### src/hw/rtl/qnn_pkg.sv
// Shared types and constants for the quadrant nearest-neighbour select block.
// Used by the channel interfaces, the front stage, the slot table and the top level.
package qnn_pkg;

	localparam int NumQuads    = 4;
	localparam int MaxEdgesDef = 2;
	localparam int CoordW      = 16;
	localparam int IdW         = 16;
	localparam int SqW         = 32;
	localparam int DistW       = 33;
	localparam int StatusW     = 3;
	localparam int QuadW       = 2;
	localparam int CountW      = 2;
	localparam int CfgIdxW     = 2;
	localparam int CfgDataW    = 16;

	// result status codes
	typedef enum logic [StatusW-1:0] {
		ST_ADDED      = 3'd0,
		ST_REPLACED   = 3'd1,
		ST_NOT_NEARER = 3'd2,
		ST_AXIS       = 3'd3,
		ST_SELF       = 3'd4
	} status_t;

	// configuration register indexes
	typedef enum logic [CfgIdxW-1:0] {
		REG_ORIGIN_X = 2'd0,
		REG_ORIGIN_Y = 2'd1,
		REG_SELF_ID  = 2'd2
	} cfg_reg_t;

	// candidate after the front stage: squares, quadrant and skip flags
	typedef struct packed {
		logic             is_self;
		logic             on_axis;
		logic [QuadW-1:0] quad;
		logic [IdW-1:0]   id;
		logic [SqW-1:0]   sq_x;
		logic [SqW-1:0]   sq_y;
	} cand_t;

	// one result word
	typedef struct packed {
		status_t           status;
		logic [QuadW-1:0]  quadrant;
		logic [CountW-1:0] entry_count;
		logic [IdW-1:0]    near_id;
		logic [DistW-1:0]  near_dist_sq;
		logic [IdW-1:0]    far_id;
		logic [DistW-1:0]  far_dist_sq;
	} result_t;

endpackage

### src/hw/rtl/qnn_node_if.sv
// Candidate node channel: valid/ready handshake with pixel position and id.
// Depends on qnn_pkg for field widths.
interface qnn_node_if import qnn_pkg::*; ();
	logic              valid;
	logic              ready;
	logic [CoordW-1:0] node_x;
	logic [CoordW-1:0] node_y;
	logic [IdW-1:0]    node_id;

	modport source (output valid, output node_x, output node_y, output node_id, input ready);
	modport sink (input valid, input node_x, input node_y, input node_id, output ready);
endinterface

### src/hw/rtl/qnn_result_if.sv
// Result channel: valid/ready handshake with status and quadrant contents.
// Depends on qnn_pkg for field widths.
interface qnn_result_if import qnn_pkg::*; ();
	logic               valid;
	logic               ready;
	logic [StatusW-1:0] status;
	logic [QuadW-1:0]   quadrant;
	logic [CountW-1:0]  entry_count;
	logic [IdW-1:0]     near_id;
	logic [DistW-1:0]   near_dist_sq;
	logic [IdW-1:0]     far_id;
	logic [DistW-1:0]   far_dist_sq;

	modport source (output valid, output status, output quadrant, output entry_count,
		output near_id, output near_dist_sq, output far_id, output far_dist_sq, input ready);
	modport sink (input valid, input status, input quadrant, input entry_count,
		input near_id, input near_dist_sq, input far_id, input far_dist_sq, output ready);
endinterface

### src/hw/rtl/qnn_front.sv
// Front stage: deltas to the origin, quadrant, skip flags and the two squares.
// Depends on qnn_pkg; the result is registered into the second pipeline stage.
module qnn_front import qnn_pkg::*; (
	input  logic              clk,
	input  logic              en,
	input  logic [CoordW-1:0] node_x,
	input  logic [CoordW-1:0] node_y,
	input  logic [IdW-1:0]    node_id,
	input  logic [CoordW-1:0] origin_x,
	input  logic [CoordW-1:0] origin_y,
	input  logic [IdW-1:0]    self_id,
	output cand_t             cand_s2
);

	logic              x_neg;
	logic              y_neg;
	logic [CoordW-1:0] abs_x;
	logic [CoordW-1:0] abs_y;
	cand_t             cand;

	// absolute deltas; sign of origin minus node picks the quadrant
	always_comb begin
		x_neg        = origin_x < node_x;
		y_neg        = origin_y < node_y;
		abs_x        = x_neg ? node_x - origin_x : origin_x - node_x;
		abs_y        = y_neg ? node_y - origin_y : origin_y - node_y;
		cand.is_self = node_id == self_id;
		cand.on_axis = (node_x == origin_x) || (node_y == origin_y);
		cand.quad    = {x_neg, y_neg};
		cand.id      = node_id;
		cand.sq_x    = SqW'(abs_x) * SqW'(abs_x);
		cand.sq_y    = SqW'(abs_y) * SqW'(abs_y);
	end

	// stage 2 register
	always_ff @(posedge clk) begin
		if (en) begin
			cand_s2 <= cand;
		end
	end

endmodule

### src/hw/rtl/qnn_table.sv
// Per-quadrant sorted slot table: insert, evict-farthest and id overwrite.
// Depends on qnn_pkg; updates at most one quadrant row per fired word and forms the result.
module qnn_table import qnn_pkg::*; #(
	parameter int MAX_EDGES = MaxEdgesDef
) (
	input  logic    clk,
	input  logic    arst_n,
	input  logic    fire,
	input  cand_t   cand,
	output result_t res
);

	localparam int CntW   = $clog2(MAX_EDGES + 1);
	localparam int FarIdx = (MAX_EDGES > 1) ? 1 : 0;

	// slot storage; valid bits form a sorted prefix in each row
	logic [NumQuads-1:0][MAX_EDGES-1:0] slot_v_q;
	logic [DistW-1:0]                   slot_d_q  [NumQuads][MAX_EDGES];
	logic [IdW-1:0]                     slot_id_q [NumQuads][MAX_EDGES];

	logic [DistW-1:0]     cand_d;
	logic [MAX_EDGES-1:0] row_v;
	logic [MAX_EDGES-1:0] new_v;
	logic [DistW-1:0]     row_d   [MAX_EDGES];
	logic [DistW-1:0]     new_d   [MAX_EDGES];
	logic [IdW-1:0]       row_id  [MAX_EDGES];
	logic [IdW-1:0]       new_id  [MAX_EDGES];
	logic [MAX_EDGES-1:0] in_lim;
	logic [MAX_EDGES-1:0] lt;
	logic [MAX_EDGES-1:0] eq;
	logic [CntW-1:0]      cnt_old;
	logic [CntW-1:0]      cnt_new;
	logic [CntW-1:0]      lim;
	logic                 full;
	logic                 evict;
	logic                 act;
	logic                 any_eq;
	logic                 prev_lt;
	logic [DistW-1:0]     prev_d;
	logic [IdW-1:0]       prev_id;

	// row read, compare against the held entries and build the new row
	always_comb begin
		cand_d = DistW'(cand.sq_x) + DistW'(cand.sq_y);
		row_v  = slot_v_q[cand.quad];
		for (int i = 0; i < MAX_EDGES; i++) begin
			row_d[i]  = slot_d_q[cand.quad][i];
			row_id[i] = slot_id_q[cand.quad][i];
		end
		cnt_old = '0;
		for (int i = 0; i < MAX_EDGES; i++) begin
			cnt_old = cnt_old + CntW'(row_v[i]);
		end
		full  = row_v[MAX_EDGES-1];
		evict = full && (row_d[MAX_EDGES-1] > cand_d);
		act   = !cand.is_self && !cand.on_axis && (!full || evict);
		// on eviction the farthest slot drops out and the rest is searched
		lim   = full ? CntW'(MAX_EDGES - 1) : cnt_old;
		for (int i = 0; i < MAX_EDGES; i++) begin
			in_lim[i] = CntW'(i) < lim;
			lt[i]     = in_lim[i] && (row_d[i] < cand_d);
			eq[i]     = in_lim[i] && (row_d[i] == cand_d);
		end
		any_eq = |eq;

		new_v   = row_v;
		prev_lt = 1'b1;
		prev_d  = '0;
		prev_id = '0;
		for (int i = 0; i < MAX_EDGES; i++) begin
			new_d[i]  = row_d[i];
			new_id[i] = row_id[i];
			if (act) begin
				if (any_eq) begin
					if (eq[i]) begin
						new_id[i] = cand.id;
					end
				end else begin
					// at the insert point take the candidate, above it shift up
					if ((CntW'(i) <= lim) && !lt[i]) begin
						if (prev_lt) begin
							new_d[i]  = cand_d;
							new_id[i] = cand.id;
						end else begin
							new_d[i]  = prev_d;
							new_id[i] = prev_id;
						end
					end
					if (CntW'(i) == lim) begin
						new_v[i] = 1'b1;
					end
				end
			end
			prev_lt = lt[i];
			prev_d  = row_d[i];
			prev_id = row_id[i];
		end
		// equal key after eviction: farthest is gone, count drops by one
		if (act && any_eq && evict) begin
			new_v[MAX_EDGES-1] = 1'b0;
		end

		cnt_new = '0;
		for (int i = 0; i < MAX_EDGES; i++) begin
			cnt_new = cnt_new + CntW'(new_v[i]);
		end
	end

	// result word
	always_comb begin
		res = '0;
		if (cand.is_self) begin
			res.status = ST_SELF;
		end else if (cand.on_axis) begin
			res.status = ST_AXIS;
		end else begin
			if (!full) begin
				res.status = ST_ADDED;
			end else if (evict) begin
				res.status = ST_REPLACED;
			end else begin
				res.status = ST_NOT_NEARER;
			end
			res.quadrant    = cand.quad;
			res.entry_count = CountW'(cnt_new);
			if (cnt_new >= 1) begin
				res.near_id      = new_id[0];
				res.near_dist_sq = new_d[0];
			end
			if (cnt_new >= 2) begin
				res.far_id      = new_id[FarIdx];
				res.far_dist_sq = new_d[FarIdx];
			end
		end
	end

	// valid bits
	always_ff @(posedge clk or negedge arst_n) begin
		if (!arst_n) begin
			slot_v_q <= '0;
		end else if (fire && act) begin
			slot_v_q[cand.quad] <= new_v;
		end
	end

	// slot payload
	always_ff @(posedge clk) begin
		if (fire && act) begin
			for (int i = 0; i < MAX_EDGES; i++) begin
				slot_d_q[cand.quad][i]  <= new_d[i];
				slot_id_q[cand.quad][i] <= new_id[i];
			end
		end
	end

`ifndef ASSERT_OFF
	// rows stay a valid prefix, sorted strictly ascending
	for (genvar qi = 0; qi < NumQuads; qi++) begin : g_row_chk
		for (genvar si = 1; si < MAX_EDGES; si++) begin : g_slot_chk
			a_prefix: assert property (@(posedge clk) disable iff (!arst_n)
				slot_v_q[qi][si] |-> slot_v_q[qi][si-1])
				else $error("slot valid bits not a prefix");
			a_sorted: assert property (@(posedge clk) disable iff (!arst_n)
				slot_v_q[qi][si] |-> (slot_d_q[qi][si-1] < slot_d_q[qi][si]))
				else $error("slot keys not strictly ascending");
		end
	end

	// skipped or not-nearer words leave the table alone
	a_no_act_stable: assert property (@(posedge clk) disable iff (!arst_n)
		(fire && !act) |=> $stable(slot_v_q))
		else $error("table changed on a word that takes no action");

	// a plain insert grows the row by one entry
	a_insert_grows: assert property (@(posedge clk) disable iff (!arst_n)
		(fire && act && !full && !any_eq) |-> (cnt_new == cnt_old + 1'b1))
		else $error("insert did not add an entry");
`endif

endmodule

### src/hw/rtl/quadrant_nearest_neighbour_select_core.sv
// Quadrant nearest-neighbour select, top level.
// Depends on qnn_pkg, qnn_node_if, qnn_result_if, qnn_front and qnn_table.
//
// Usage:
//   node    - candidate words (node_x, node_y, node_id), valid/ready.
//   result  - one result word per candidate: status, quadrant, entry count and
//             the nearest and second entries of that quadrant.
//   cfg_we / cfg_index / cfg_data - register writes (origin_x, origin_y,
//             self_id); write only while no candidate is in flight.
// Pipeline: an accepted candidate passes the input register, the square stage and
//   the table update into the output register, which shows its result word.
// Throughput: one word per cycle while result.ready is high. The table row is
//   read, compared and written in the update stage, so the next candidate sees
//   it in the following cycle. Reset clears the configuration registers to zero
//   and empties all four quadrants at once; the block takes words right after reset.
// Receiver stall: the output register holds its word; the stages behind it
//   keep filling until each is occupied, then node.ready drops.
module quadrant_nearest_neighbour_select_core import qnn_pkg::*; #(
	parameter int MAX_EDGES = MaxEdgesDef
) (
	input  logic                clk,
	input  logic                arst_n,
	qnn_node_if.sink            node,
	qnn_result_if.source        result,
	input  logic                cfg_we,
	input  logic [CfgIdxW-1:0]  cfg_index,
	input  logic [CfgDataW-1:0] cfg_data
);

	logic [CoordW-1:0] origin_x_q;
	logic [CoordW-1:0] origin_y_q;
	logic [IdW-1:0]    self_id_q;

	logic              s1_v_q;
	logic              s2_v_q;
	logic              out_v_q;
	logic [CoordW-1:0] node_x_s1;
	logic [CoordW-1:0] node_y_s1;
	logic [IdW-1:0]    node_id_s1;
	cand_t             cand_s2;
	result_t           res;
	result_t           res_q;

	logic out_load;
	logic s2_load;
	logic s1_load;
	logic s2_fire;
	logic in_fire;

	// configuration registers
	always_ff @(posedge clk or negedge arst_n) begin
		if (!arst_n) begin
			origin_x_q <= '0;
			origin_y_q <= '0;
			self_id_q  <= '0;
		end else if (cfg_we) begin
			case (cfg_reg_t'(cfg_index))
				REG_ORIGIN_X: origin_x_q <= cfg_data;
				REG_ORIGIN_Y: origin_y_q <= cfg_data;
				REG_SELF_ID:  self_id_q  <= cfg_data;
				default: ;
			endcase
		end
	end

	// pipeline flow: a stage loads when empty or when its word moves on
	assign out_load   = !out_v_q || result.ready;
	assign s2_load    = !s2_v_q || out_load;
	assign s1_load    = !s1_v_q || s2_load;
	assign s2_fire    = s2_v_q && out_load;
	assign in_fire    = node.valid && s1_load;
	assign node.ready = s1_load;

	always_ff @(posedge clk or negedge arst_n) begin
		if (!arst_n) begin
			s1_v_q  <= 1'b0;
			s2_v_q  <= 1'b0;
			out_v_q <= 1'b0;
		end else begin
			if (s1_load) begin
				s1_v_q <= node.valid;
			end
			if (s2_load) begin
				s2_v_q <= s1_v_q;
			end
			if (out_load) begin
				out_v_q <= s2_v_q;
			end
		end
	end

	// input register
	always_ff @(posedge clk) begin
		if (in_fire) begin
			node_x_s1  <= node.node_x;
			node_y_s1  <= node.node_y;
			node_id_s1 <= node.node_id;
		end
	end

	qnn_front u_front (
		.clk      (clk),
		.en       (s1_v_q && s2_load),
		.node_x   (node_x_s1),
		.node_y   (node_y_s1),
		.node_id  (node_id_s1),
		.origin_x (origin_x_q),
		.origin_y (origin_y_q),
		.self_id  (self_id_q),
		.cand_s2  (cand_s2)
	);

	qnn_table #(
		.MAX_EDGES (MAX_EDGES)
	) u_table (
		.clk    (clk),
		.arst_n (arst_n),
		.fire   (s2_fire),
		.cand   (cand_s2),
		.res    (res)
	);

	// output register
	always_ff @(posedge clk) begin
		if (s2_fire) begin
			res_q <= res;
		end
	end

	assign result.valid        = out_v_q;
	assign result.status       = res_q.status;
	assign result.quadrant     = res_q.quadrant;
	assign result.entry_count  = res_q.entry_count;
	assign result.near_id      = res_q.near_id;
	assign result.near_dist_sq = res_q.near_dist_sq;
	assign result.far_id       = res_q.far_id;
	assign result.far_dist_sq  = res_q.far_dist_sq;

endmodule

### src/flat_wrapper.sv
// flat-port wrapper written by rule: the top's interface ports become plain ports
module quadrant_nearest_neighbour_select_core_flat import qnn_pkg::*;
#(
	parameter int MAX_EDGES = MaxEdgesDef
)
  (clk, arst_n, cfg_we, cfg_index, cfg_data, node_valid, node_node_x, node_node_y, node_node_id, node_ready, result_valid, result_status, result_quadrant, result_entry_count, result_near_id, result_near_dist_sq, result_far_id, result_far_dist_sq, result_ready);
  qnn_node_if node_i ();
  qnn_result_if result_i ();
  input  logic clk;
  input  logic arst_n;
  input  logic cfg_we;
  input  logic [CfgIdxW-1:0] cfg_index;
  input  logic [CfgDataW-1:0] cfg_data;
  input wire logic [$bits(node_i.valid)-1:0] node_valid;
  input wire logic [$bits(node_i.node_x)-1:0] node_node_x;
  input wire logic [$bits(node_i.node_y)-1:0] node_node_y;
  input wire logic [$bits(node_i.node_id)-1:0] node_node_id;
  output wire logic [$bits(node_i.ready)-1:0] node_ready;
  output wire logic [$bits(result_i.valid)-1:0] result_valid;
  output wire logic [$bits(result_i.status)-1:0] result_status;
  output wire logic [$bits(result_i.quadrant)-1:0] result_quadrant;
  output wire logic [$bits(result_i.entry_count)-1:0] result_entry_count;
  output wire logic [$bits(result_i.near_id)-1:0] result_near_id;
  output wire logic [$bits(result_i.near_dist_sq)-1:0] result_near_dist_sq;
  output wire logic [$bits(result_i.far_id)-1:0] result_far_id;
  output wire logic [$bits(result_i.far_dist_sq)-1:0] result_far_dist_sq;
  input wire logic [$bits(result_i.ready)-1:0] result_ready;
  assign node_i.valid = node_valid;
  assign node_i.node_x = node_node_x;
  assign node_i.node_y = node_node_y;
  assign node_i.node_id = node_node_id;
  assign node_ready = node_i.ready;
  assign result_valid = result_i.valid;
  assign result_status = result_i.status;
  assign result_quadrant = result_i.quadrant;
  assign result_entry_count = result_i.entry_count;
  assign result_near_id = result_i.near_id;
  assign result_near_dist_sq = result_i.near_dist_sq;
  assign result_far_id = result_i.far_id;
  assign result_far_dist_sq = result_i.far_dist_sq;
  assign result_i.ready = result_ready;
  quadrant_nearest_neighbour_select_core #(.MAX_EDGES(MAX_EDGES)) u_core (.clk(clk), .arst_n(arst_n), .node(node_i), .result(result_i), .cfg_we(cfg_we), .cfg_index(cfg_index), .cfg_data(cfg_data));
endmodule
### config.mk
export PLATFORM = sky130hd
export DESIGN_NAME = quadrant_nearest_neighbour_select_core_flat
export DESIGN_NICKNAME = d
export VERILOG_FILES = /design/src/hw/rtl/qnn_pkg.sv /design/src/hw/rtl/qnn_node_if.sv /design/src/hw/rtl/qnn_result_if.sv /design/src/hw/rtl/qnn_front.sv /design/src/hw/rtl/qnn_table.sv /design/src/hw/rtl/quadrant_nearest_neighbour_select_core.sv /design/src/flat_wrapper.sv
export SDC_FILE = /design/constraint.sdc
export NUM_CORES = 2
export LEC_CHECK = 0
export ABC_AREA = 0
export BUFFER_PORTS_ARGS = -buffer_cell sky130_fd_sc_hd__buf_2
export CORE_UTILIZATION = 60
export DETAILED_ROUTE_END_ITERATION = 12
export PLACE_DENSITY = 0.78
export SYNTH_ARGS = -nofsm -noshare
export SYNTH_HDL_FRONTEND = slang
export SYNTH_SLANG_ARGS = --single-unit
### constraint.sdc
create_clock -name clk -period 15.7 [get_ports clk]
set_clock_uncertainty 0.2 [all_clocks]
set_input_delay 2.355 -clock clk [delete_from_list [all_inputs] [get_ports clk]]
set_output_delay 2.355 -clock clk [all_outputs]
set_load 0.01 [all_outputs]
**Yosys cells after proc, flatten, opt, wreduce, memory -nomap -nowiden**

Memories as Yosys holds them, arrays and structs flattened. A register that Yosys moved wholly into a read port is not among the register bits.
Cells that the tools add are included.

- Bits in registers: 296
- RAM bits: 392
- Output and inout bits: 107
- Memories kept: 2

Memory list:

| name | words | bits a word | rd ports | clocked after Yosys merged registers in | wr ports | line | text |
|---|---|---|---|---|---|---|---|
| u_core.u_table.slot_d_q | 4 | 66 | 1 | 1 | 1 | qnn_table.sv:18 | `logic [DistW-1:0] slot_d_q [NumQuads][MAX_EDGES];` |
| u_core.u_table.slot_id_q | 4 | 32 | 1 | 1 | 1 | qnn_table.sv:19 | `logic [IdW-1:0] slot_id_q [NumQuads][MAX_EDGES];` |

- $add $sub $neg: 7
- Multipliers: 2
- $lt $le $gt $ge: 13
- Equality and inequality tests: 8
- Muxes and demuxes: 38
- Bitwise operators: 2
- Reductions and logical operators: 38

Operators by type and width:

| operator | number |
|---|---|
| $mux W33 | 7 |
| $mux W16 | 11 |
| $eq A33 B33 Y1 | 2 |
| $lt A33 B33 Y1 | 2 |
| $mul A16 B16 Y32 | 2 |
| $sub A16 B16 Y16 | 4 |
| $eq A16 B16 Y1 | 3 |
| $add A32 B32 Y33 | 1 |
| $gt A33 B33 Y1 | 1 |
| $lt A16 B16 Y1 | 2 |
| $logic_and A1 B1 Y1 | 16 |
| $mux W2 | 8 |
| $mux W1 | 9 |
| $bwmux W8 | 1 |
| $logic_not A1 Y1 | 8 |
| $reduce_and A2 Y1 | 3 |
| $reduce_or A3 Y1 | 2 |
| $logic_or A1 B1 Y1 | 5 |
| $add A1 B1 Y2 | 2 |
| $bmux W2 S2 | 1 |
| $demux W2 S2 | 1 |
| $ge A2 B1 Y1 const B | 2 |
| $le A1 B2 Y1 const A | 2 |
| $logic_not A2 Y1 | 2 |
| 8 further kinds | 11 |

**Longest topological paths before layout**

- Word-level depth: 14
- Gate-level depth with buffers: 38
- Gate-level depth less buffers: 37

**Hierarchy**

Synthesis repeated with hierarchy kept, for this count alone.

- Cells, all modules: 3852
- Area total of the unflattened synthesis: 47224.0 sq um

Modules (own cells, without submodules):

| module | instances | cells each | area an instance (sq um) |
|---|---|---|---|
| qnn_front | 1 | 2212 | 20365.8 |
| qnn_table | 1 | 1373 | 20313.2 |
| quadrant_nearest_neighbour_select_core | 1 | 267 | 6545.0 |

**Least setup slack after synthesis**

Ideal clock, no wire load.

- Path kind: input to register
- Start point: input result_ready
- End point: register u_core.u_table.slot_v_q[4] (netlist name)
- Arrival: 13211 ps
- Data required time: 15401 ps
- Path slack: 2190 ps
- Cell stages on the path: 5
- Buffers on the path: 0
- Path through: nand2b_1 > and2_1 > nand3b_1 > nor3_1 > mux2_2

- Cells in the longest elaborated chain, start to end: 3

RTL lines:

| element | line | text |
|---|---|---|
| start: declaration | flat_wrapper.sv:27 | `input wire logic [$bits(result_i.ready)-1:0] result_ready;` |
| $logic_or A1 B1 Y1 | quadrant_nearest_neighbour_select_core.sv:67 | `assign out_load = !out_v_q \|\| result.ready;` |
| $logic_and A1 B1 Y1 | quadrant_nearest_neighbour_select_core.sv:70 | `assign s2_fire = s2_v_q && out_load;` |
| net u_core.s2_fire | quadrant_nearest_neighbour_select_core.sv:47 | `logic s2_fire;` |
| $logic_and A1 B1 Y1 | qnn_table.sv:141 | `end else if (fire && act) begin` |
| end signal: indexed assignment | qnn_table.sv:142 | `slot_v_q[cand.quad] <= new_v;` |
| end: declaration | qnn_table.sv:17 | `logic [NumQuads-1:0][MAX_EDGES-1:0] slot_v_q;` |

The timed path passes the listed nets, and every way through them passes these cells.
A chain may end at the register's enable or synchronous reset.

==> flow_summary.json <==
{
  "holdCritPathClass": "flop to flop",
  "required_ps": 15880,
  "io-pin-count": 178,
  "utilization_pct": 66.8,
  "timing.critical_path.mode_cell": "fa_1",
  "maxSlewViolCount": 0,
  "synth-edff-count": 627,
  "reg2reg_from": "u_core.node_x_s1[10]$_DFFE_PP_",
  "core_mm2": 0.0761,
  "post_cts_buffers": 0,
  "maxSlewHeadroom_pct": 20.5,
  "area_growth_pct": 9.85,
  "h-tree-depth": 3,
  "firstDrtPassIters": 6,
  "r2r_end": "u_core.u_front.cand_s2[62]$_DFFE_PP_",
  "ctsHoldBuffers": 0,
  "drt-wirelength-per-cell_um": 21.1,
  "yosys.area_share.simple_pct": 7.77,
  "drtAntennaViolNets": 0,
  "yosysSeqAreaShare_pct": 44.0,
  "path_max_fanout": 24,
  "grt_overflow": 0,
  "slowest_stage": "xor2_1",
  "routed-via-count": 29200,
  "final_nets": 4687,
  "synth.distinct_cells": 88,
  "drt-met1-wl_mm": 44.0,
  "drcViolationCount": 0,
  "top_layer_used": "met5",
  "clk_pin_slew_ps": 70,
  "drt_iter0_drc": 2417,
  "start_util_pct": 60.8,
  "synthAdderAreaFrac_pct": 24.0,
  "hpwl_mm": 79.4,
  "met2_length_mm": 50.2,
  "run_status": "finished, final reports clean",
  "finalCritPeriodShare_pct": 67.4,
  "cts_tree": "done",
  "startpoint": "u_core.node_x_s1[10]$_DFFE_PP_",
  "rows": 101,
  "fmax_mhz": 94.5,
  "tns_ps": 0,
  "yosys.area.top_type": "edfxtp_1",
  "maxCapViolations": 0,
  "fp.dieW_um": 280,
  "worst_ep_arrival_time_ps": 10760,
  "rsz0062_at_grt": "no",
  "reg2reg_slack_ps": 5120,
  "synth_xor_area_share_pct": 2.72,
  "ff2ff_path_depth": 33,
  "cp-end-kind": "flop",
  "routabilityCongestion": 0.969,
  "synth_top_family_by_area": "adder cells",
  "wl_met3_mm": 7.99,
  "path_class": "flop to flop",
  "layout_commonest_cell": "edfxtp_1",
  "wirelength_mm": 106,
  "syn_area_mm2": 0.0462,
  "startpoint_type": "flop",
  "cts_resized": 0,
  "hold_viol_final": 0,
  "synthCells": 3739,
  "final_cell_mix": "627 x edfxtp_1, 568 x inv_1, 361 x ha_1, 329 x fa_1, 265 x nand2_1",
  "ys.flop_type": "edfxtp_1",
  "antenna_found_initial": 5,
  "place.port_buffers": 177,
  "avgSynthCellArea_um2": 12.4,
  "cts_sinks": 688,
  "async_reset_ff_share_pct": 8.58,
  "clock_path_buffers": 3,
  "drive_gt1_share_pct": 15.0,
  "grt_pass1_vias": 29800,
  "grt_pass1_wl_mm": 165,
  "synth_mux_area_share_pct": 8.31,
  "slowest_delay_ps": 770,
  "yosysWarnings": 0,
  "cts-root-buf": "clkbuf_16",
  "worstMarginPinSlew_ps": 1180,
  "syn_nets": 4500,
  "die_y_um": 280,
  "yosys-top-cells-area": "edfxtp_1 41%, fa_1 14%, ha_1 9.8%",
  "synth_seq_cells": 688,
  "synth_compound_area_share_pct": 7.29,
  "viasPerCell": 5.82,
  "period_needed_ps": 10580,
  "grt_max_degree": 86,
  "crit_end": "u_core.u_front.cand_s2[62]$_DFFE_PP_",
  "fp.dieArea_mm2": 0.0782,
  "clock_latency_ps": 660,
  "track_usage_pct": 27.6,
  "cts_buffers": 72,
  "synth_top_area_share_pct": 40.7,
  "finalSetupViolations": 0
}
## kinds of logic (layout without fill, tap and decap cells)
family | Yosys count | in the layout
AOI/OAI and AO/OA | 518 | 518
other | 0 | 1
muxes | 239 | 239
and+or+nand+nor | 767 | 767
buffers and inverters | 696 | 938
DFF | 688 | 688
adders and majority gates | 690 | 690
xor gates and xnor gates | 141 | 141
## layer usage
layer	track usage, %	up-vias
met1	38.0	14500
met5	0	-
met2	44.9	1154
met3	4.56	216
li1	-	13300
met4	9.36	2
## worst min-delay path by stage
stage                                                     from                                     to  depth (start not counted)
after global placement          u_core.node_id_s1[0]$_DFFE_PP_   u_core.u_front.cand_s2[64]$_DFFE_PP_                          0
final                           u_core.node_id_s1[0]$_DFFE_PP_   u_core.u_front.cand_s2[64]$_DFFE_PP_                          0
after CTS                       u_core.node_id_s1[0]$_DFFE_PP_   u_core.u_front.cand_s2[64]$_DFFE_PP_                          0
after global routing            u_core.node_id_s1[0]$_DFFE_PP_   u_core.u_front.cand_s2[64]$_DFFE_PP_                          0
after detailed placement       u_core.node_id_s1[12]$_DFFE_PP_   u_core.u_front.cand_s2[76]$_DFFE_PP_                          0
after floorplan           u_core.u_front.cand_s2[83]$_DFFE_PP_  u_core.result.status[2]$_SDFFCE_PP1P_                          0
## sequential cells by signal (all words and copies together) (netlist names), 2 cells and up, named ones only
register and cells:
u_core.u_table.slot_d_q 264, u_core.u_table.slot_id_q 128, u_core.u_front.cand_s2 82, u_core.result.far_dist_sq 33, u_core.result.near_dist_sq 33, u_core.node_id_s1 16, u_core.node_x_s1 16, u_core.node_y_s1 16
u_core.origin_x_q 16, u_core.origin_y_q 16, u_core.result.far_id 16, u_core.result.near_id 16, u_core.self_id_q 16, u_core.u_table.slot_v_q 8, u_core.result.status 3, u_core.result.entry_count 2
u_core.result.quadrant 2
## layout make-up
cell class,instances,area [um^2]
clock buffers,86,1860
inverters,580,2180
multi-input cells,2355,23200
well taps,1030,1290
clock inverters,43,588
diodes,1,2.50
fillers,5497,25300
repair buffers,229,1280
flip-flops and latches,688,20400
## synth_stat cells (all sizes together), types with 13 or more instances
cell type,number
edfxtp,627
inv,575
ha,361
fa,329
nand2,267
nor2,215
o21ai,141
a21oi,133
mux4,100
xnor2,97
mux2,91
a21o,71
nor2b,66
clkbuf,62
dfrtp,59
and2,58
buf,54
mux2i,48
xor2,44
o21a,34
nor3,31
nand2b,28
nand3,23
nand4,21
a211oi,18
a31oi,14
and3,14
o21bai,13
## metrics by stage
step	setup WS (ps)	area [um^2]	instances	hold slack [ps]
floorplan	2190	46200	3739	224
global placement	5500	48300	4882	259
detailed placement	5190	48300	4882	264
CTS	5200	50800	5011	281
global route	4580	50800	5011	281
finish	5120	50800	5012	279
## critical path: cells and delay by family (launching register included)
kind	cells	cell delay [ps]
adders and majority gates	8	3540
xor gates and xnor gates	2	850
DFF	1	350
and+or+nand+nor	5	1100
buffers and inverters	7	1050
AOI/OAI and AO/OA	11	3250
Power is left out: the tool's default activity adds up to more than one toggle a clock period on the data nets, which glitch-free logic cannot reach.
